## src/hw/rtl/spi_hs_pkg.sv

```systemverilog
// spi_hs_pkg: shared types and constants of the SPI master with valid/ready header.
// Used by the front stage, the tick queue, the engine and the top level.
// No dependencies.
package spi_hs_pkg;

  localparam int unsigned SEND_W      = 32;
  localparam int unsigned RECV_W      = 32;
  localparam int unsigned HALF_W      = 16;
  localparam int unsigned FBITS_W     = 6;
  localparam int unsigned MFR_W       = 10;
  localparam int unsigned CFG_IDX_W   = 2;
  localparam int unsigned CFG_DATA_W  = 16;
  localparam int unsigned QUEUE_DEPTH = 2;

  localparam logic [HALF_W-1:0]  HALF_RST      = 16'd10;
  localparam logic [FBITS_W-1:0] FBITS_RST     = 6'd32;
  localparam logic [MFR_W-1:0]   MFR_RST       = 10'd500;
  localparam logic [MFR_W-1:0]   FRAME_CNT_MAX = 10'd1023;

  typedef enum logic [1:0] {
    MODE_RD = 2'd0,
    MODE_WR = 2'd1,
    MODE_RW = 2'd2
  } mode_e;

  typedef enum logic [CFG_IDX_W-1:0] {
    CFG_HALF  = 2'd0,
    CFG_FBITS = 2'd1,
    CFG_MFR   = 2'd2
  } cfg_idx_e;

  typedef struct packed {
    logic              start;
    mode_e             mode;
    logic              channel;
    logic [SEND_W-1:0] send_data;
    logic              miso_zero;
    logic              miso_one;
  } tick_t;

  typedef struct packed {
    logic              sck_zero;
    logic              mosi_zero;
    logic              cs_zero_n;
    logic              sck_one;
    logic              mosi_one;
    logic              cs_one_n;
    logic              busy_res;
    logic              done_res;
    logic              success;
    logic [RECV_W-1:0] recv_data;
    logic              last_valid;
    logic              last_ready;
  } res_t;

endpackage

```

## src/hw/rtl/spi_hs_front.sv

```systemverilog
// spi_hs_front: input stage; registers one tick beat and normalizes its mode.
// Depends on spi_hs_pkg.
module spi_hs_front (
  input  logic                          clk_i,
  input  logic                          rst_ni,
  input  logic                          in_valid_i,
  output logic                          in_ready_o,
  input  logic                          start_req_i,
  input  logic [1:0]                    mode_i,
  input  logic                          channel_i,
  input  logic [spi_hs_pkg::SEND_W-1:0] send_data_i,
  input  logic                          miso_zero_i,
  input  logic                          miso_one_i,
  output logic                          push_valid_o,
  input  logic                          push_ready_i,
  output spi_hs_pkg::tick_t             push_o
);

  logic              vld_q;
  spi_hs_pkg::tick_t item_q;
  spi_hs_pkg::tick_t item_d;

  assign in_ready_o   = ~vld_q | push_ready_i;
  assign push_valid_o = vld_q;
  assign push_o       = item_q;

  always_comb begin
    item_d.start     = start_req_i;
    item_d.channel   = channel_i;
    item_d.send_data = send_data_i;
    item_d.miso_zero = miso_zero_i;
    item_d.miso_one  = miso_one_i;
    case (mode_i)
      spi_hs_pkg::MODE_WR: begin
        item_d.mode = spi_hs_pkg::MODE_WR;
      end
      spi_hs_pkg::MODE_RW: begin
        item_d.mode = spi_hs_pkg::MODE_RW;
      end
      default: begin
        item_d.mode = spi_hs_pkg::MODE_RD;
      end
    endcase
  end

  always_ff @(posedge clk_i or negedge rst_ni) begin
    if (!rst_ni) begin
      vld_q  <= 1'b0;
      item_q <= '0;
    end else if (in_valid_i && in_ready_o) begin
      vld_q  <= 1'b1;
      item_q <= item_d;
    end else if (push_ready_i) begin
      vld_q <= 1'b0;
    end
  end

endmodule

```

## src/hw/rtl/spi_hs_queue.sv

```systemverilog
// spi_hs_queue: short FIFO of tick beats between the front stage and the engine.
// Depends on spi_hs_pkg.
module spi_hs_queue (
  input  logic              clk_i,
  input  logic              rst_ni,
  input  logic              push_valid_i,
  output logic              push_ready_o,
  input  spi_hs_pkg::tick_t push_i,
  output logic              pop_valid_o,
  input  logic              pop_ready_i,
  output spi_hs_pkg::tick_t pop_o
);

  localparam int unsigned QAW = (spi_hs_pkg::QUEUE_DEPTH > 1) ?
                                $clog2(spi_hs_pkg::QUEUE_DEPTH) : 1;
  localparam int unsigned QCW = $clog2(spi_hs_pkg::QUEUE_DEPTH + 1);
  localparam logic [QAW-1:0] PTR_LAST = QAW'(spi_hs_pkg::QUEUE_DEPTH - 1);
  localparam logic [QCW-1:0] CNT_FULL = QCW'(spi_hs_pkg::QUEUE_DEPTH);

  spi_hs_pkg::tick_t mem_q [spi_hs_pkg::QUEUE_DEPTH];
  logic [QAW-1:0]    wr_ptr_q;
  logic [QAW-1:0]    rd_ptr_q;
  logic [QCW-1:0]    cnt_q;
  logic              push;
  logic              pop;

  assign push_ready_o = (cnt_q != CNT_FULL);
  assign pop_valid_o  = (cnt_q != '0);
  assign pop_o        = mem_q[rd_ptr_q];
  assign push         = push_valid_i & push_ready_o;
  assign pop          = pop_valid_o & pop_ready_i;

  always_ff @(posedge clk_i) begin
    if (push) begin
      mem_q[wr_ptr_q] <= push_i;
    end
  end

  always_ff @(posedge clk_i or negedge rst_ni) begin
    if (!rst_ni) begin
      wr_ptr_q <= '0;
      rd_ptr_q <= '0;
      cnt_q    <= '0;
    end else begin
      if (push) begin
        wr_ptr_q <= (wr_ptr_q == PTR_LAST) ? '0 : wr_ptr_q + QAW'(1);
      end
      if (pop) begin
        rd_ptr_q <= (rd_ptr_q == PTR_LAST) ? '0 : rd_ptr_q + QAW'(1);
      end
      if (push && !pop) begin
        cnt_q <= cnt_q + QCW'(1);
      end else if (pop && !push) begin
        cnt_q <= cnt_q - QCW'(1);
      end
    end
  end

endmodule

```

## src/hw/rtl/spi_hs_back.sv

```systemverilog
// spi_hs_back: SPI frame engine, one tick per beat, with config registers and
// the registered result stage. Depends on spi_hs_pkg.
module spi_hs_back #(
  parameter int unsigned DATA_BITS = 32
) (
  input  logic                              clk_i,
  input  logic                              rst_ni,
  input  logic                              cfg_we_i,
  input  logic [spi_hs_pkg::CFG_IDX_W-1:0]  cfg_idx_i,
  input  logic [spi_hs_pkg::CFG_DATA_W-1:0] cfg_data_i,
  input  logic                              tick_valid_i,
  output logic                              tick_ready_o,
  input  spi_hs_pkg::tick_t                 tick_i,
  output logic                              res_valid_o,
  input  logic                              res_ready_i,
  output spi_hs_pkg::res_t                  res_o
);

  localparam int unsigned CW    = $clog2(DATA_BITS + 2);
  localparam int unsigned EXT_W = (DATA_BITS > spi_hs_pkg::SEND_W) ?
                                  DATA_BITS : spi_hs_pkg::SEND_W;
  localparam int unsigned FBX_W = spi_hs_pkg::FBITS_W + 1;
  localparam logic [FBX_W-1:0] DB_LIM = FBX_W'(DATA_BITS);

  typedef enum logic [2:0] {
    PH_IDLE,
    PH_SETUP,
    PH_LOW,
    PH_HIGH,
    PH_GAP
  } phase_e;

  typedef enum logic [1:0] {
    KIND_RD,
    KIND_WR,
    KIND_RW
  } kind_e;

  logic [spi_hs_pkg::HALF_W-1:0]  half_q;
  logic [spi_hs_pkg::FBITS_W-1:0] fbits_q;
  logic [spi_hs_pkg::MFR_W-1:0]   mfr_q;

  phase_e                         phase_q, phase_d;
  kind_e                          kind_q, kind_d;
  spi_hs_pkg::mode_e              hmode_q, hmode_d;
  logic [CW-1:0]                  bit_q, bit_d;
  logic [spi_hs_pkg::HALF_W-1:0]  tick_q, tick_d;
  logic [spi_hs_pkg::MFR_W-1:0]   fcnt_q, fcnt_d;
  logic [spi_hs_pkg::SEND_W-1:0]  tx_q, tx_d;
  logic [DATA_BITS-1:0]           rx_q, rx_d;
  logic                           valid_q, valid_d;
  logic                           ready_q, ready_d;
  logic                           sent_q, sent_d;
  logic                           hch_q, hch_d;
  logic                           succ_q, succ_d;
  spi_hs_pkg::res_t               res_q, res_d;
  logic                           res_vld_q;

  logic [spi_hs_pkg::HALF_W-1:0]  half;
  logic [FBX_W-1:0]               fb_ext;
  logic [FBX_W-1:0]               nb_ext;
  logic [CW-1:0]                  nbits;
  logic [spi_hs_pkg::MFR_W-1:0]   limit;
  logic [spi_hs_pkg::MFR_W-1:0]   fcnt_inc;
  logic [spi_hs_pkg::HALF_W:0]    tick_inc;
  logic [DATA_BITS-1:0]           mask;
  logic [CW-1:0]                  d_idx;
  logic [CW-1:0]                  t_idx;
  logic [EXT_W-1:0]               tx_ext;
  logic [EXT_W-1:0]               tx_sh;
  logic [EXT_W-1:0]               rx_ext;
  logic                           level;
  logic                           fin;
  logic                           ok;
  logic                           begin_f;
  logic                           done;
  logic                           act;
  logic                           sck;
  logic                           mosi;
  logic                           pop;

  assign half     = (half_q == '0) ? spi_hs_pkg::HALF_W'(1) : half_q;
  assign fb_ext   = {1'b0, fbits_q};
  assign nb_ext   = (fbits_q == '0) ? FBX_W'(1) : ((fb_ext > DB_LIM) ? DB_LIM : fb_ext);
  assign nbits    = CW'(nb_ext);
  assign limit    = (mfr_q == '0) ? spi_hs_pkg::MFR_W'(1) : mfr_q;
  assign fcnt_inc = (fcnt_q == spi_hs_pkg::FRAME_CNT_MAX) ? fcnt_q :
                    fcnt_q + spi_hs_pkg::MFR_W'(1);
  assign tick_inc = {1'b0, tick_q} + (spi_hs_pkg::HALF_W + 1)'(1);
  assign mask     = {DATA_BITS{1'b1}} >> (CW'(DATA_BITS) - nbits);
  assign level    = hch_q ? tick_i.miso_one : tick_i.miso_zero;
  assign fin      = (hmode_q == spi_hs_pkg::MODE_WR) ? ready_q : valid_q;
  assign ok       = (hmode_q == spi_hs_pkg::MODE_RW) ? sent_q : 1'b1;

  assign tick_ready_o = ~res_vld_q | res_ready_i;
  assign pop          = tick_valid_i & tick_ready_o;
  assign res_valid_o  = res_vld_q;
  assign res_o        = res_q;

  always_comb begin
    phase_d = phase_q;
    kind_d  = kind_q;
    hmode_d = hmode_q;
    bit_d   = bit_q;
    tick_d  = tick_q;
    fcnt_d  = fcnt_q;
    tx_d    = tx_q;
    rx_d    = rx_q;
    valid_d = valid_q;
    ready_d = ready_q;
    sent_d  = sent_q;
    hch_d   = hch_q;
    succ_d  = succ_q;
    begin_f = 1'b0;
    done    = 1'b0;

    if (phase_q == PH_IDLE) begin
      if (tick_i.start) begin
        hmode_d = tick_i.mode;
        hch_d   = tick_i.channel;
        tx_d    = tick_i.send_data;
        valid_d = 1'b0;
        ready_d = 1'b0;
        sent_d  = 1'b0;
        fcnt_d  = '0;
        begin_f = 1'b1;
      end
    end else if (tick_inc >= {1'b0, half}) begin
      tick_d = '0;
      case (phase_q)
        PH_SETUP: begin
          phase_d = PH_LOW;
        end
        PH_LOW: begin
          phase_d = PH_HIGH;
          if (bit_q == '0) begin
            valid_d = level;
          end else if (bit_q == CW'(1)) begin
            ready_d = level;
          end else if (kind_q != KIND_WR) begin
            rx_d = ((rx_q << 1) | DATA_BITS'(level)) & mask;
          end
        end
        PH_HIGH: begin
          if ({1'b0, bit_q} < ({1'b0, nbits} + (CW + 1)'(1))) begin
            bit_d   = bit_q + CW'(1);
            phase_d = PH_LOW;
          end else begin
            fcnt_d = fcnt_inc;
            if (fin || (fcnt_inc >= limit)) begin
              succ_d  = fin & ok;
              phase_d = PH_IDLE;
              bit_d   = '0;
              done    = 1'b1;
            end else begin
              phase_d = PH_GAP;
            end
          end
        end
        PH_GAP: begin
          begin_f = 1'b1;
        end
        default: begin
          phase_d = PH_IDLE;
        end
      endcase
    end else begin
      tick_d = tick_inc[spi_hs_pkg::HALF_W-1:0];
    end

    if (begin_f) begin
      if (hmode_d == spi_hs_pkg::MODE_WR) begin
        kind_d = KIND_WR;
      end else if ((hmode_d == spi_hs_pkg::MODE_RW) && !sent_d && ready_d) begin
        kind_d = KIND_RW;
        sent_d = 1'b1;
      end else begin
        kind_d = KIND_RD;
      end
      phase_d = PH_SETUP;
      bit_d   = '0;
      tick_d  = '0;
    end
  end

  // pins after this tick
  always_comb begin
    act    = (phase_d == PH_SETUP) || (phase_d == PH_LOW) || (phase_d == PH_HIGH);
    sck    = (phase_d == PH_HIGH);
    d_idx  = bit_d - CW'(2);
    t_idx  = nbits - CW'(1) - d_idx;
    tx_ext = EXT_W'(tx_d);
    tx_sh  = tx_ext >> t_idx;
    rx_ext = EXT_W'(rx_d);
    if (bit_d == '0) begin
      mosi = (kind_d != KIND_RD);
    end else if (bit_d == CW'(1)) begin
      mosi = (kind_d != KIND_WR);
    end else if (kind_d == KIND_RD) begin
      mosi = 1'b0;
    end else if (d_idx >= nbits) begin
      mosi = 1'b0;
    end else begin
      mosi = tx_sh[0];
    end

    res_d.sck_zero   = ~hch_d & act & sck;
    res_d.mosi_zero  = ~hch_d & act & mosi;
    res_d.cs_zero_n  = hch_d | ~act;
    res_d.sck_one    = hch_d & act & sck;
    res_d.mosi_one   = hch_d & act & mosi;
    res_d.cs_one_n   = ~hch_d | ~act;
    res_d.busy_res   = (phase_d != PH_IDLE);
    res_d.done_res   = done;
    res_d.success    = succ_d;
    res_d.recv_data  = rx_ext[spi_hs_pkg::RECV_W-1:0];
    res_d.last_valid = valid_d;
    res_d.last_ready = ready_d;
  end

  always_ff @(posedge clk_i or negedge rst_ni) begin
    if (!rst_ni) begin
      half_q    <= spi_hs_pkg::HALF_RST;
      fbits_q   <= spi_hs_pkg::FBITS_RST;
      mfr_q     <= spi_hs_pkg::MFR_RST;
      phase_q   <= PH_IDLE;
      kind_q    <= KIND_RD;
      hmode_q   <= spi_hs_pkg::MODE_RD;
      bit_q     <= '0;
      tick_q    <= '0;
      fcnt_q    <= '0;
      tx_q      <= '0;
      rx_q      <= '0;
      valid_q   <= 1'b0;
      ready_q   <= 1'b0;
      sent_q    <= 1'b0;
      hch_q     <= 1'b0;
      succ_q    <= 1'b0;
      res_q     <= '0;
      res_vld_q <= 1'b0;
    end else begin
      if (cfg_we_i) begin
        case (cfg_idx_i)
          spi_hs_pkg::CFG_HALF: begin
            half_q <= cfg_data_i[spi_hs_pkg::HALF_W-1:0];
          end
          spi_hs_pkg::CFG_FBITS: begin
            fbits_q <= cfg_data_i[spi_hs_pkg::FBITS_W-1:0];
          end
          spi_hs_pkg::CFG_MFR: begin
            mfr_q <= cfg_data_i[spi_hs_pkg::MFR_W-1:0];
          end
          default: begin
          end
        endcase
      end
      if (pop) begin
        phase_q   <= phase_d;
        kind_q    <= kind_d;
        hmode_q   <= hmode_d;
        bit_q     <= bit_d;
        tick_q    <= tick_d;
        fcnt_q    <= fcnt_d;
        tx_q      <= tx_d;
        rx_q      <= rx_d;
        valid_q   <= valid_d;
        ready_q   <= ready_d;
        sent_q    <= sent_d;
        hch_q     <= hch_d;
        succ_q    <= succ_d;
        res_q     <= res_d;
        res_vld_q <= 1'b1;
      end else if (res_ready_i) begin
        res_vld_q <= 1'b0;
      end
    end
  end

endmodule

```

## src/hw/rtl/spi_master_handshake_transfer.sv

```systemverilog
// spi_master_handshake_transfer: top level of the two-channel SPI master with
// valid/ready header. Depends on spi_hs_pkg, spi_hs_front, spi_hs_queue, spi_hs_back.
//
//   channel | dir | handshake               | payload
//   --------+-----+-------------------------+------------------------------------
//   tick    | in  | in_valid_i / in_ready_o | start_req, mode, channel, send_data,
//           |     |                         | miso_zero, miso_one
//   result  | out | out_valid_o/out_ready_i | pins, busy, done, success, recv_data,
//           |     |                         | last_valid, last_ready
//   config  | in  | cfg_we_i (no wait)      | cfg_idx_i, cfg_data_i
//
// One tick beat in, one result beat out; one per cycle unless out_ready_i stalls.
// A beat passes the front register, the queue and the engine result register.
// The engine does the whole tick update combinationally; the 2-entry queue lets the
// front keep accepting while the result side stalls, until the queue is full.
// Reset clears all but the queue memory; registers return to 10 / 32 / 500.
module spi_master_handshake_transfer #(
  parameter int unsigned DATA_BITS = 32
) (
  input  logic                              clk_i,
  input  logic                              rst_ni,
  input  logic                              cfg_we_i,
  input  logic [spi_hs_pkg::CFG_IDX_W-1:0]  cfg_idx_i,
  input  logic [spi_hs_pkg::CFG_DATA_W-1:0] cfg_data_i,
  input  logic                              in_valid_i,
  output logic                              in_ready_o,
  input  logic                              start_req_i,
  input  logic [1:0]                        mode_i,
  input  logic                              channel_i,
  input  logic [spi_hs_pkg::SEND_W-1:0]     send_data_i,
  input  logic                              miso_zero_i,
  input  logic                              miso_one_i,
  output logic                              out_valid_o,
  input  logic                              out_ready_i,
  output logic                              sck_zero_o,
  output logic                              mosi_zero_o,
  output logic                              cs_zero_n_o,
  output logic                              sck_one_o,
  output logic                              mosi_one_o,
  output logic                              cs_one_n_o,
  output logic                              busy_res_o,
  output logic                              done_res_o,
  output logic                              success_o,
  output logic [spi_hs_pkg::RECV_W-1:0]     recv_data_o,
  output logic                              last_valid_o,
  output logic                              last_ready_o
);

  logic              push_valid;
  logic              push_ready;
  spi_hs_pkg::tick_t push_item;
  logic              pop_valid;
  logic              pop_ready;
  spi_hs_pkg::tick_t pop_item;
  spi_hs_pkg::res_t  res;

  spi_hs_front u_front (
    .clk_i        (clk_i),
    .rst_ni       (rst_ni),
    .in_valid_i   (in_valid_i),
    .in_ready_o   (in_ready_o),
    .start_req_i  (start_req_i),
    .mode_i       (mode_i),
    .channel_i    (channel_i),
    .send_data_i  (send_data_i),
    .miso_zero_i  (miso_zero_i),
    .miso_one_i   (miso_one_i),
    .push_valid_o (push_valid),
    .push_ready_i (push_ready),
    .push_o       (push_item)
  );

  spi_hs_queue u_queue (
    .clk_i        (clk_i),
    .rst_ni       (rst_ni),
    .push_valid_i (push_valid),
    .push_ready_o (push_ready),
    .push_i       (push_item),
    .pop_valid_o  (pop_valid),
    .pop_ready_i  (pop_ready),
    .pop_o        (pop_item)
  );

  spi_hs_back #(
    .DATA_BITS (DATA_BITS)
  ) u_back (
    .clk_i        (clk_i),
    .rst_ni       (rst_ni),
    .cfg_we_i     (cfg_we_i),
    .cfg_idx_i    (cfg_idx_i),
    .cfg_data_i   (cfg_data_i),
    .tick_valid_i (pop_valid),
    .tick_ready_o (pop_ready),
    .tick_i       (pop_item),
    .res_valid_o  (out_valid_o),
    .res_ready_i  (out_ready_i),
    .res_o        (res)
  );

  assign sck_zero_o   = res.sck_zero;
  assign mosi_zero_o  = res.mosi_zero;
  assign cs_zero_n_o  = res.cs_zero_n;
  assign sck_one_o    = res.sck_one;
  assign mosi_one_o   = res.mosi_one;
  assign cs_one_n_o   = res.cs_one_n;
  assign busy_res_o   = res.busy_res;
  assign done_res_o   = res.done_res;
  assign success_o    = res.success;
  assign recv_data_o  = res.recv_data;
  assign last_valid_o = res.last_valid;
  assign last_ready_o = res.last_ready;

`ifndef SYNTHESIS
  a_one_cs: assert property (@(posedge clk_i) disable iff (!rst_ni)
    out_valid_o |-> (cs_zero_n_o || cs_one_n_o))
    else $error("both chip selects active");

  a_done_idle: assert property (@(posedge clk_i) disable iff (!rst_ni)
    (out_valid_o && done_res_o) |-> !busy_res_o)
    else $error("done beat while still busy");

  a_cs_busy: assert property (@(posedge clk_i) disable iff (!rst_ni)
    (out_valid_o && (!cs_zero_n_o || !cs_one_n_o)) |-> busy_res_o)
    else $error("chip select active while idle");

  a_sck_cs: assert property (@(posedge clk_i) disable iff (!rst_ni)
    (out_valid_o && (sck_zero_o || mosi_zero_o)) |-> !cs_zero_n_o)
    else $error("channel 0 pins toggle with chip select high");
`endif

endmodule

```

## config.mk

```make
export PLATFORM = sky130hd
export DESIGN_NAME = spi_master_handshake_transfer
export DESIGN_NICKNAME = d
export VERILOG_FILES = /design/src/hw/rtl/spi_hs_pkg.sv /design/src/hw/rtl/spi_hs_front.sv /design/src/hw/rtl/spi_hs_queue.sv /design/src/hw/rtl/spi_hs_back.sv /design/src/hw/rtl/spi_master_handshake_transfer.sv
export SDC_FILE = /design/constraint.sdc
export NUM_CORES = 1
export LEC_CHECK = 0
export ABC_AREA = 0
export BUFFER_PORTS_ARGS = -buffer_cell sky130_fd_sc_hd__buf_2
export CAP_MARGIN = 0
export CORE_MARGIN = 2
export CORE_UTILIZATION = 45
export CTS_BUF_LIST = sky130_fd_sc_hd__clkbuf_16
export DETAILED_ROUTE_END_ITERATION = 12
export GPL_TIMING_DRIVEN = 0
export SYNTH_ARGS = -nofsm -noshare
export SYNTH_HDL_FRONTEND = slang
export SYNTH_SLANG_ARGS = --single-unit
```

## constraint.sdc

```tcl
create_clock -name clk_i -period 10.45 [get_ports clk_i]
set_input_delay 0 -clock clk_i [delete_from_list [all_inputs] [get_ports clk_i]]
set_output_delay 0 -clock clk_i [all_outputs]
set_load 0.01 [all_outputs]
```

==> results.ini, run 1 <==
[setup_path]
rrSetupSlack_ns=2.21
r2r-start=u_back.tick_q[0]$_DFFE_PN0P_
rr_worst_depth=27
cp_num_buf_inv=4
r2r_end=u_back.res_o[38]$_DFFE_PN0P_
cp-end-kind=flop
crit_arrival_ns=8.69
slowest_stage=clkbuf_1
path_max_fanout=10
critical_path_class=flop to flop
crit_path_start_kind=flop
critical_path.top_delay_family=compound AO/OA/AOI/OAI gates
critical_path_required_ns=10.89
slowest_delay_ns=0.70
cp_common_cell=ha_1

[clocking]
clock_latency_ns=0.56
cts_buffers=30
cts_setup_buffers=0
numClockSinks=268
clock-root-buffer=clkbuf_16
cts_buffer_depth=3
htree_levels=1
cts_tree=done
clk_pin_slew_ns=0.06

[timing]
rsz0062_at_grt=no
tns_ns=0
finalCritPeriodShare_pct=78.90
worst_pin_slew_ns=1.097
slew_violations=0
whs_ns=-0.002534
setup_viol=0
period_minus_slack_ns=8.245
skew_ns=0.01258
max-slew-margin-rel_pct=26.29
fmax_mhz=121.3
hold_viol_final=1

[floorplanning]
core_um2=28860
die_w_um=175.8
pin_count=106
core.rowCount=62
dieArea_um2=30900
initial_utilization_pct=46.02
die_h_um=175.8

[synthesis]
async_flop_share_pct=71.64
ys_types=66
synth_seq_cells=268
synth_edf_count=76
ys_seq_area_share_pct=53.45
syn_nets=1255
avgSynthCellArea_um2=11.65
syn_inst=1140
syn_area_um2=13280
synthTopCellsByArea=dfrtp_1 34%, edfxtp_1 17%, mux2_2 11%
ys_warn_count=0
yosys.area.top_type=dfrtp_1
synth-main-ff-cell=dfrtp_1
synth_top_area_share_pct=34.49

[final_layout]
multi_input_area_um2=5807
final_common_cell=dfrtp_1
layout_common_cells=183 x dfrtp_1, 153 x nand2_1, 125 x mux2_2
finalNonFillerCells=1747
diodes=0
syn_to_final_growth_pct=20.22
regArea_um2=7098
final_area_um2=15960
finalNetCount=1458
drive_gt1_share_pct=23.62
n_fill_cell=2536

[routing]
drc=0
wire_per_inst_um=17.37
ant_nets=0
firstDrtPassIters=6
drt_iter0_markers=575
via_count=9371
wirelength_um=30340
routed_via_density=5.364

[power]
fin_total_pwr_mw=3.610
leakage_nw=6.874
irDropWorstVdd_mv=0.1572
powerDensity_nw_per_um2=226.1

[worst_hold_path]
hold_class=input pin to async pin

[job]
max-cap-violations=0

[global_routing]
antenna_found_initial=0
grt_max_degree=76
grt-ovfl-total=0
grt_use_total_pct=20.09
grt_pass1_wl_um=49790
grt_pass1_vias=9446

[place]
gp_congestion=0.8313
placed_area_um2=14400
io_buffers=105
dpl.hpwl_um=21610
place_inst=1633

[run_status]
outcome=finished with violations
violations=hold timing

==> Yosys cell counts, types with 3 or more instances <==
| master | number |
|---|---|
| a211oi_1 | 6 |
| clkbuf_1 | 40 |
| ha_1 | 53 |
| a21oi_1 | 28 |
| dfstp_2 | 9 |
| and4_1 | 3 |
| o41ai_1 | 5 |
| or3_1 | 3 |
| o21ai_0 | 107 |
| nand2_1 | 153 |
| nand2b_1 | 12 |
| nor3b_1 | 3 |
| nand4_1 | 12 |
| o211ai_1 | 7 |
| xor2_1 | 13 |
| nor2_1 | 43 |
| and2_1 | 10 |
| o31ai_1 | 8 |
| nand3b_1 | 5 |
| and3_1 | 13 |
| a211o_1 | 3 |
| mux2i_1 | 6 |
| a21o_1 | 11 |
| xnor2_1 | 27 |
| a31oi_1 | 6 |
| a41o_1 | 4 |
| nor2b_1 | 6 |
| nand3_1 | 26 |
| edfxtp_1 | 76 |
| mux4_2 | 21 |
| mux2_2 | 125 |
| nor4_1 | 8 |
| nor3_1 | 11 |
| inv_1 | 55 |
| dfrtp_1 | 183 |
==> worst register-to-register path, delay by kind of cell, from the launching register on <==
kind,cells,cell delay [ns]
compound gates,7,1.75
xor+xnor,1,0.27
fa+ha+maj,4,1.48
buf+inv,4,1.46
flops,1,0.46
mux,3,1.26
simple gates,8,1.46
==> flip-flops by register name (all words and copies together), names as in the netlist, 3 cells and up <==
| register | cells |
|---|---|
| u_queue.mem_q | 76 |
| u_front.push_o | 38 |
| u_back.rx_q | 32 |
| u_back.tx_q | 32 |
| u_back.half_q | 16 |
| u_back.tick_q | 16 |
| u_back.fcnt_q | 10 |
| u_back.mfr_q | 10 |
| u_back.res_o | 8 |
| u_back.bit_q | 6 |
| u_back.fbits_q | 6 |
| u_back.phase_q | 3 |
==> power breakdown <==
part           switching [mW]  internal, mW
registers               0.144          1.40
clock network           0.418         0.569
logic                   0.583         0.501
total                    1.14          2.47
==> layer usage <==
| layer | track usage (%) | wire length (µm) |
|---|---|---|
| met3 | 3.074 | 1252 |
| met2 | 33.73 | 14680 |
| met5 | 0 | 0 |
| met4 | 4.063 | 459 |
| met1 | 27.86 | 13950 |
==> through the flow <==
step	setup slack (ns)	utilization, %
6_report	2.205	55.32
5_1_grt	1.470	55.32
4_1_cts	2.123	55.32
3_5_place_dp	2.153	49.90
3_3_place_gp	2.141	49.50
2_1_floorplan	3.681	-
==> layout make-up <==
class,instances,area share [%]
sequential,268,44.46
multi-input combinational,774,36.37
timing repair buffer,171,7.947
clock buffer,30,4.703
tap,384,3.010
inverter,55,1.293
clock inverter,22,1.105
buffer,43,1.105
==> what timing repair did <==
action | CTS | global route
gates resized for setup | 0 | 0
hold buffers | 62 | 0
endpoints found under the setup margin | 0 | 0
hold endpoints to repair | 189 | 0
==> how the worst max path moves through the flow <==
stage	slack, ns	start	end	cells after the start
2_1_floorplan	3.68	u_back.fcnt_q[3]$_DFFE_PN0P_	u_back.res_o[38]$_DFFE_PN0P_	27
3_3_place_gp	2.14	u_back.fcnt_q[3]$_DFFE_PN0P_	u_back.res_o[38]$_DFFE_PN0P_	27
3_5_place_dp	2.15	u_back.tick_q[0]$_DFFE_PN0P_	u_back.res_o[38]$_DFFE_PN0P_	27
4_1_cts	2.12	u_back.tick_q[0]$_DFFE_PN0P_	u_back.res_o[38]$_DFFE_PN0P_	27
5_1_grt	1.47	u_back.tick_q[0]$_DFFE_PN0P_	u_back.res_o[38]$_DFFE_PN0P_	27
6_report	2.21	u_back.tick_q[0]$_DFFE_PN0P_	u_back.res_o[38]$_DFFE_PN0P_	27
==> cell families after synthesis <==
logic type	count (synthesis)	synth area share (%)
and+or+nand+nor	322	11.71
buffers and inverters	98	2.883
xor gates and xnor gates	40	2.638
muxes	152	14.61
adders and majority gates	54	5.145
AOI/OAI and AO/OA	206	9.554
DFF	268	53.45
Note: power is estimated with default switching activity, not from simulation.
==> run 2, diff against run 1 <==
- clock period: 10.45 -> 7.9 ns (I/O delays scaled with it)
==> results.ini, run 2 (synthesis gave the netlist of run 1 again) <==
[run_status]
outcome=finished with violations  ; unchanged
violations=hold timing  ; unchanged

[global_routing]
grt_pass1_vias=9440  ; was 9446
antenna_found_initial=0  ; unchanged
grt_pass1_wl_um=49770  ; was 49790 µm
grt-ovfl-total=0  ; unchanged
grt_use_total_pct=20.08  ; was 20.09%
grt_max_degree=76  ; unchanged

[timing]
worst_pin_slew_ns=1.072  ; was 1.097 ns
max-slew-margin-rel_pct=27.97  ; was 26.29%
tns_ns=0  ; unchanged
fmax_mhz=137.3  ; was 121.3 MHz
slew_violations=0  ; unchanged
rsz0062_at_grt=no  ; unchanged
whs_ns=-0.002474  ; was -0.002534 ns
finalCritPeriodShare_pct=92.20  ; was 78.90%
setup_viol=0  ; unchanged
period_minus_slack_ns=7.284  ; was 8.245 ns
hold_viol_final=1  ; unchanged
skew_ns=0.01333  ; was 0.01258 ns

[clocking]
cts_tree=done  ; unchanged
clock-root-buffer=clkbuf_16  ; unchanged
numClockSinks=268  ; unchanged
cts_buffer_depth=3  ; unchanged
cts_setup_buffers=0  ; unchanged
htree_levels=1  ; unchanged
cts_buffers=30  ; unchanged
clk_pin_slew_ns=0.06  ; about the same
clock_latency_ns=0.56  ; about the same

[setup_path]
critical_path_class=flop to flop  ; unchanged
crit_arrival_ns=7.73  ; was 8.69 ns
crit_path_start_kind=flop  ; unchanged
critical_path_required_ns=8.34  ; was 10.89 ns
path_max_fanout=10  ; unchanged
cp-end-kind=flop  ; unchanged

[place]
placed_area_um2=14400  ; unchanged
gp_congestion=0.8313  ; unchanged
io_buffers=105  ; unchanged
dpl.hpwl_um=21610  ; unchanged

[power]
leakage_nw=6.876  ; was 6.874 nW
irDropWorstVdd_mv=0.2081  ; was 0.1572 mV
powerDensity_nw_per_um2=299.4  ; was 226.1 nW/µm²

[routing]
ant_nets=0  ; unchanged
routed_via_density=5.361  ; was 5.364
via_count=9360  ; was 9371
wirelength_um=30450  ; was 30340 µm
drc=0  ; unchanged
firstDrtPassIters=5  ; was 6
drt_iter0_markers=603  ; was 575
wire_per_inst_um=17.44  ; was 17.37 µm

[floorplanning]
dieArea_um2=30900  ; unchanged
pin_count=106  ; unchanged
die_w_um=175.8  ; unchanged
core_um2=28860  ; unchanged
core.rowCount=62  ; unchanged
die_h_um=175.8  ; unchanged
initial_utilization_pct=46.02  ; unchanged

[final_layout]
diodes=0  ; unchanged
finalNetCount=1457  ; was 1458
layout_common_cells=183 x dfrtp_1, 153 x nand2_1, 125 x mux2_2  ; unchanged
final_area_um2=15970  ; was 15960 µm²
largest_reg_flops=76  ; unchanged
largest_register=u_queue.mem_q  ; unchanged
syn_to_final_growth_pct=20.30  ; was 20.22%
drive_gt1_share_pct=23.94  ; was 23.62%
final_common_cell=dfrtp_1  ; unchanged

[worst_hold_path]
hold_class=input pin to async pin  ; unchanged

[job]
max-cap-violations=0  ; unchanged

-- run 2: area by class of cell --
class	instances	area, µm²
inverters	55	206.4
multi-input cells	774	5817
flip-flops and latches	268	7098
clock inverters	22	176.4
fillers	2537	12880
well taps	384	480.5
clock buffers	30	750.7
repair buffers	171	1269
plain buffers	42	176.4
-- run 2: final timing paths --
path	from	endpoint	slack [ns]	cells past startpoint
worst max-delay path	u_back.tick_q[0]$_DFFE_PN0P_	u_back.res_o[38]$_DFFE_PN0P_	0.62	26
worst min-delay path	rst_ni	u_back.rx_q[15]$_DFFE_PN0P_	-0.002	3
worst max register to register	u_back.tick_q[0]$_DFFE_PN0P_	u_back.res_o[38]$_DFFE_PN0P_	0.62	26
worst min register to register	u_front.push_o[12]$_DFFE_PN0P_	u_queue.mem_q[0][12]$_DFFE_PP_	0.46	0
max in group asynchronous	rst_ni	u_back.mfr_q[4]$_DFFE_PN1P_	7.12	4
min in group clk_i	cfg_data_i[12]	u_back.half_q[12]$_DFFE_PN0P_	0.18	4
-- run 2: routing by layer --
metal | part of all wire, % | vias up | GRT usage [%]
met4 | 1.5 | 0 | 4.063
met2 | 48 | 185 | 33.71
met3 | 4.1 | 34 | 3.074
met1 | 46 | 4611 | 27.86
met5 | 0 | - | 0
li1 | - | 4530 | -
-- run 2: power by group --
part           leakage, nW  switching [mW]  internal [mW]
sequential            3.13           0.191           1.85
clock                0.477           0.553          0.752
combinational         3.27           0.773          0.666
total                 6.88            1.52           3.27
-- run 2: repair_timing --
item | 4_1_cts | 5_1_grt
setup endpoints to repair | 2 | 2
hold buffers | 62 | 0
pin swaps | 0 | 0
endpoints found under the hold margin | 189 | 0
resized for setup | 1 | 6
-- run 2: per-stage QoR --
| step | instances | total power, mW | utilization, % | worst slack [ns] |
|---|---|---|---|---|
| global placement | 1629 | 3.427 | 49.50 | -0.4094 |
| CTS | 1746 | 4.830 | 55.31 | 0.02902 |
| detailed placement | 1633 | 3.485 | 49.90 | -0.3967 |
| global route | 1746 | 5.069 | 55.35 | 0.05712 |
| floorplan | 1140 | 3.024 | - | 1.131 |
| finish | 1746 | 4.782 | 55.35 | 0.6160 |
-- run 2: worst max-delay path, stage by stage (launching register included) --
cell and delay, ns:
dfrtp_1 0.46, ha_1 0.34, nand4_1 0.17, nor2_2 0.30
nand2_1 0.17, nor2_1 0.16, xor2_1 0.27, ha_1 0.29
nand4_1 0.15, o41ai_1 0.12, a21oi_1 0.29, nand4bb_4 0.13
buf_6 0.15, and2_4 0.13, buf_6 0.14, a31oi_2 0.45
o21ai_1 0.30, ha_1 0.31, fa_2 0.72, clkbuf_4 0.35
mux4_2 0.54, mux4_2 0.49, mux2i_1 0.16, a21oi_1 0.11
nand3b_1 0.11, o211ai_1 0.11, a41o_1 0.26
==> run 3, diff against run 2 <==
- REMOVE_ABC_BUFFERS: unset -> 1
==> results.ini, run 3 (synthesis gave the netlist of run 1 again) <==
[power]
irDropWorstVdd_mv=0.1938  ; was 0.2081 mV
powerDensity_nw_per_um2=303.3  ; was 299.4 nW/µm²
fin_total_pwr_mw=4.871  ; was 4.782 mW
leakage_nw=6.937  ; was 6.876 nW

[place]
place_inst=1597  ; was 1633
place_ws_ns=0.05651  ; was -0.3967 ns
dpl.hpwl_um=19790  ; was 21610 µm
io_buffers=105  ; unchanged
placed_area_um2=14380  ; was 14400 µm²
gp_congestion=0.8429  ; was 0.8313

[setup_path]
r2r_end=u_back.res_o[38]$_DFFE_PN0P_  ; unchanged
crit_path_start_kind=flop  ; unchanged
slowest_delay_ns=0.60  ; was 0.72 ns
rrSetupSlack_ns=0.75  ; was 0.62 ns
critical_path_required_ns=8.35  ; was 8.34 ns
critical_path_class=flop to flop  ; unchanged
r2r-start=u_back.fcnt_q[0]$_DFFE_PN0P_  ; was u_back.tick_q[0]$_DFFE_PN0P_
path_max_fanout=16  ; was 10
rr_worst_depth=25  ; was 26
crit_arrival_ns=7.61  ; was 7.73 ns
cp-end-kind=flop  ; unchanged
slowest_stage=fa_2  ; unchanged
cp_common_cell=ha_1  ; unchanged

[clocking]
cts_tree=done  ; unchanged
cts_buffer_depth=3  ; unchanged
clock-root-buffer=clkbuf_16  ; unchanged
clock_latency_ns=0.56  ; about the same
numClockSinks=268  ; unchanged
clk_pin_slew_ns=0.06  ; about the same
cts_buffers=29  ; was 30
htree_levels=1  ; unchanged

[floorplanning]
pin_count=106  ; unchanged
dieArea_um2=30900  ; unchanged
die_w_um=175.8  ; unchanged
die_h_um=175.8  ; unchanged
initial_utilization_pct=46.02  ; unchanged
core_um2=28860  ; unchanged
core.rowCount=62  ; unchanged

[timing]
hold_viol_final=0  ; was 1
worst_pin_slew_ns=1.090  ; was 1.072 ns
skew_ns=0.008858  ; was 0.01333 ns
whs_ns=0.03766  ; was -0.002474 ns
rsz0062_at_grt=no  ; unchanged
layout_setup_ws_ns=0.7463  ; was 0.6160 ns
finalCritPeriodShare_pct=90.55  ; was 92.20%
max-slew-margin-rel_pct=26.77  ; was 27.97%
slew_violations=0  ; unchanged
setup_viol=0  ; unchanged
tns_ns=0  ; unchanged
period_minus_slack_ns=7.154  ; was 7.284 ns
fmax_mhz=139.8  ; was 137.3 MHz

[final_layout]
layout_common_cells=182 x dfrtp_1, 152 x nand2_1, 125 x mux2_2  ; was 183 x dfrtp_1, 153 x nand2_1, 125 x mux2_2
regArea_um2=7099  ; was 7098 µm²
drive_gt1_share_pct=25.28  ; was 23.94%
largest_register=u_queue.mem_q  ; unchanged
syn_to_final_growth_pct=20.93  ; was 20.30%
final_common_cell=dfrtp_1  ; unchanged
final_area_um2=16060  ; was 15970 µm²
diodes=0  ; unchanged
n_fill_cell=2500  ; was 2537
utilization_pct=55.65  ; was 55.35%
finalNetCount=1429  ; was 1457
largest_reg_flops=76  ; unchanged
finalNonFillerCells=1721  ; was 1746
multi_input_area_um2=5834  ; was 5817 µm²

[routing]
drt_iter0_markers=622  ; was 603
drc=0  ; unchanged
wirelength_um=28900  ; was 30450 µm
routed_via_density=5.258  ; was 5.361
wire_per_inst_um=16.79  ; was 17.44 µm
firstDrtPassIters=5  ; unchanged
via_count=9049  ; was 9360
ant_nets=0  ; unchanged

[global_routing]
grt_pass1_wl_um=47630  ; was 49770 µm
grt-ovfl-total=0  ; unchanged
grt_pass1_vias=8972  ; was 9440
grt_max_degree=115  ; was 76
antenna_found_initial=0  ; unchanged
grt_use_total_pct=19.22  ; was 20.08%

[job]
max-cap-violations=0  ; unchanged

[run_status]
outcome=complete, no violations  ; was finished with violations

[worst_hold_path]
hold_class=input pin to async pin  ; unchanged

[run 3: repair_timing]
item                       CTS  global route
hold buffers                63             0
setup endpoints to repair    0             2
gates resized for setup      0             1
hold endpoints to repair   185             0
setup buffers                0             7
[run 3: area by class of cell]
class | count | area share, %
Sequential cell | 268 | 44.21
Clock inverter | 25 | 1.574
Tap cell | 384 | 2.992
Inverter | 55 | 1.286
Clock buffer | 29 | 4.519
Multi-Input combinational cell | 774 | 36.33
Timing Repair Buffer | 186 | 9.085
[run 3: critical path, delay by kind of cell, from the launching register on]
family          cells  cell delay [ns]
simple gates        8             1.59
fa+ha+maj           4             1.49
flops               1             0.44
buf+inv             1             0.17
compound gates      8             1.83
xor+xnor            1             0.26
mux                 3             1.24
[run 3: worst max path at each step]
| stage | to | cells past startpoint | from | slack [ns] |
|---|---|---|---|---|
| after floorplan | u_back.res_o[38]$_DFFE_PN0P_ | 24 | u_back.fcnt_q[0]$_DFFE_PN0P_ | 1.49 |
| after global placement | u_back.res_o[38]$_DFFE_PN0P_ | 13 | u_queue.rd_ptr_q$_DFFE_PN0P_ | 0.06 |
| after detailed placement | u_back.res_o[38]$_DFFE_PN0P_ | 24 | u_back.fcnt_q[0]$_DFFE_PN0P_ | 0.06 |
| after CTS | u_back.res_o[38]$_DFFE_PN0P_ | 24 | u_back.fcnt_q[0]$_DFFE_PN0P_ | 0.02 |
| after global routing | u_back.res_o[38]$_DFFE_PN0P_ | 25 | u_back.fcnt_q[0]$_DFFE_PN0P_ | 0.28 |
| final | u_back.res_o[38]$_DFFE_PN0P_ | 25 | u_back.fcnt_q[0]$_DFFE_PN0P_ | 0.75 |
[run 3: report_power, final]
part	internal [mW]	switching, mW
Sequential	1.85	0.206
Combinational	0.691	0.730
Clock	0.830	0.567
Total	3.37	1.50
[run 3: per-layer routing]
| layer | vias to the layer above | part of all wire (%) | routed length, µm | track usage (%) |
|---|---|---|---|---|
| li1 | 4473 | - | - | - |
| met1 | 4368 | 47 | 13710 | 27.40 |
| met2 | 167 | 46 | 13360 | 31.02 |
| met3 | 41 | 4.2 | 1206 | 2.922 |
| met4 | 0 | 2.1 | 621 | 4.787 |
| met5 | - | 0 | 0 | 0 |
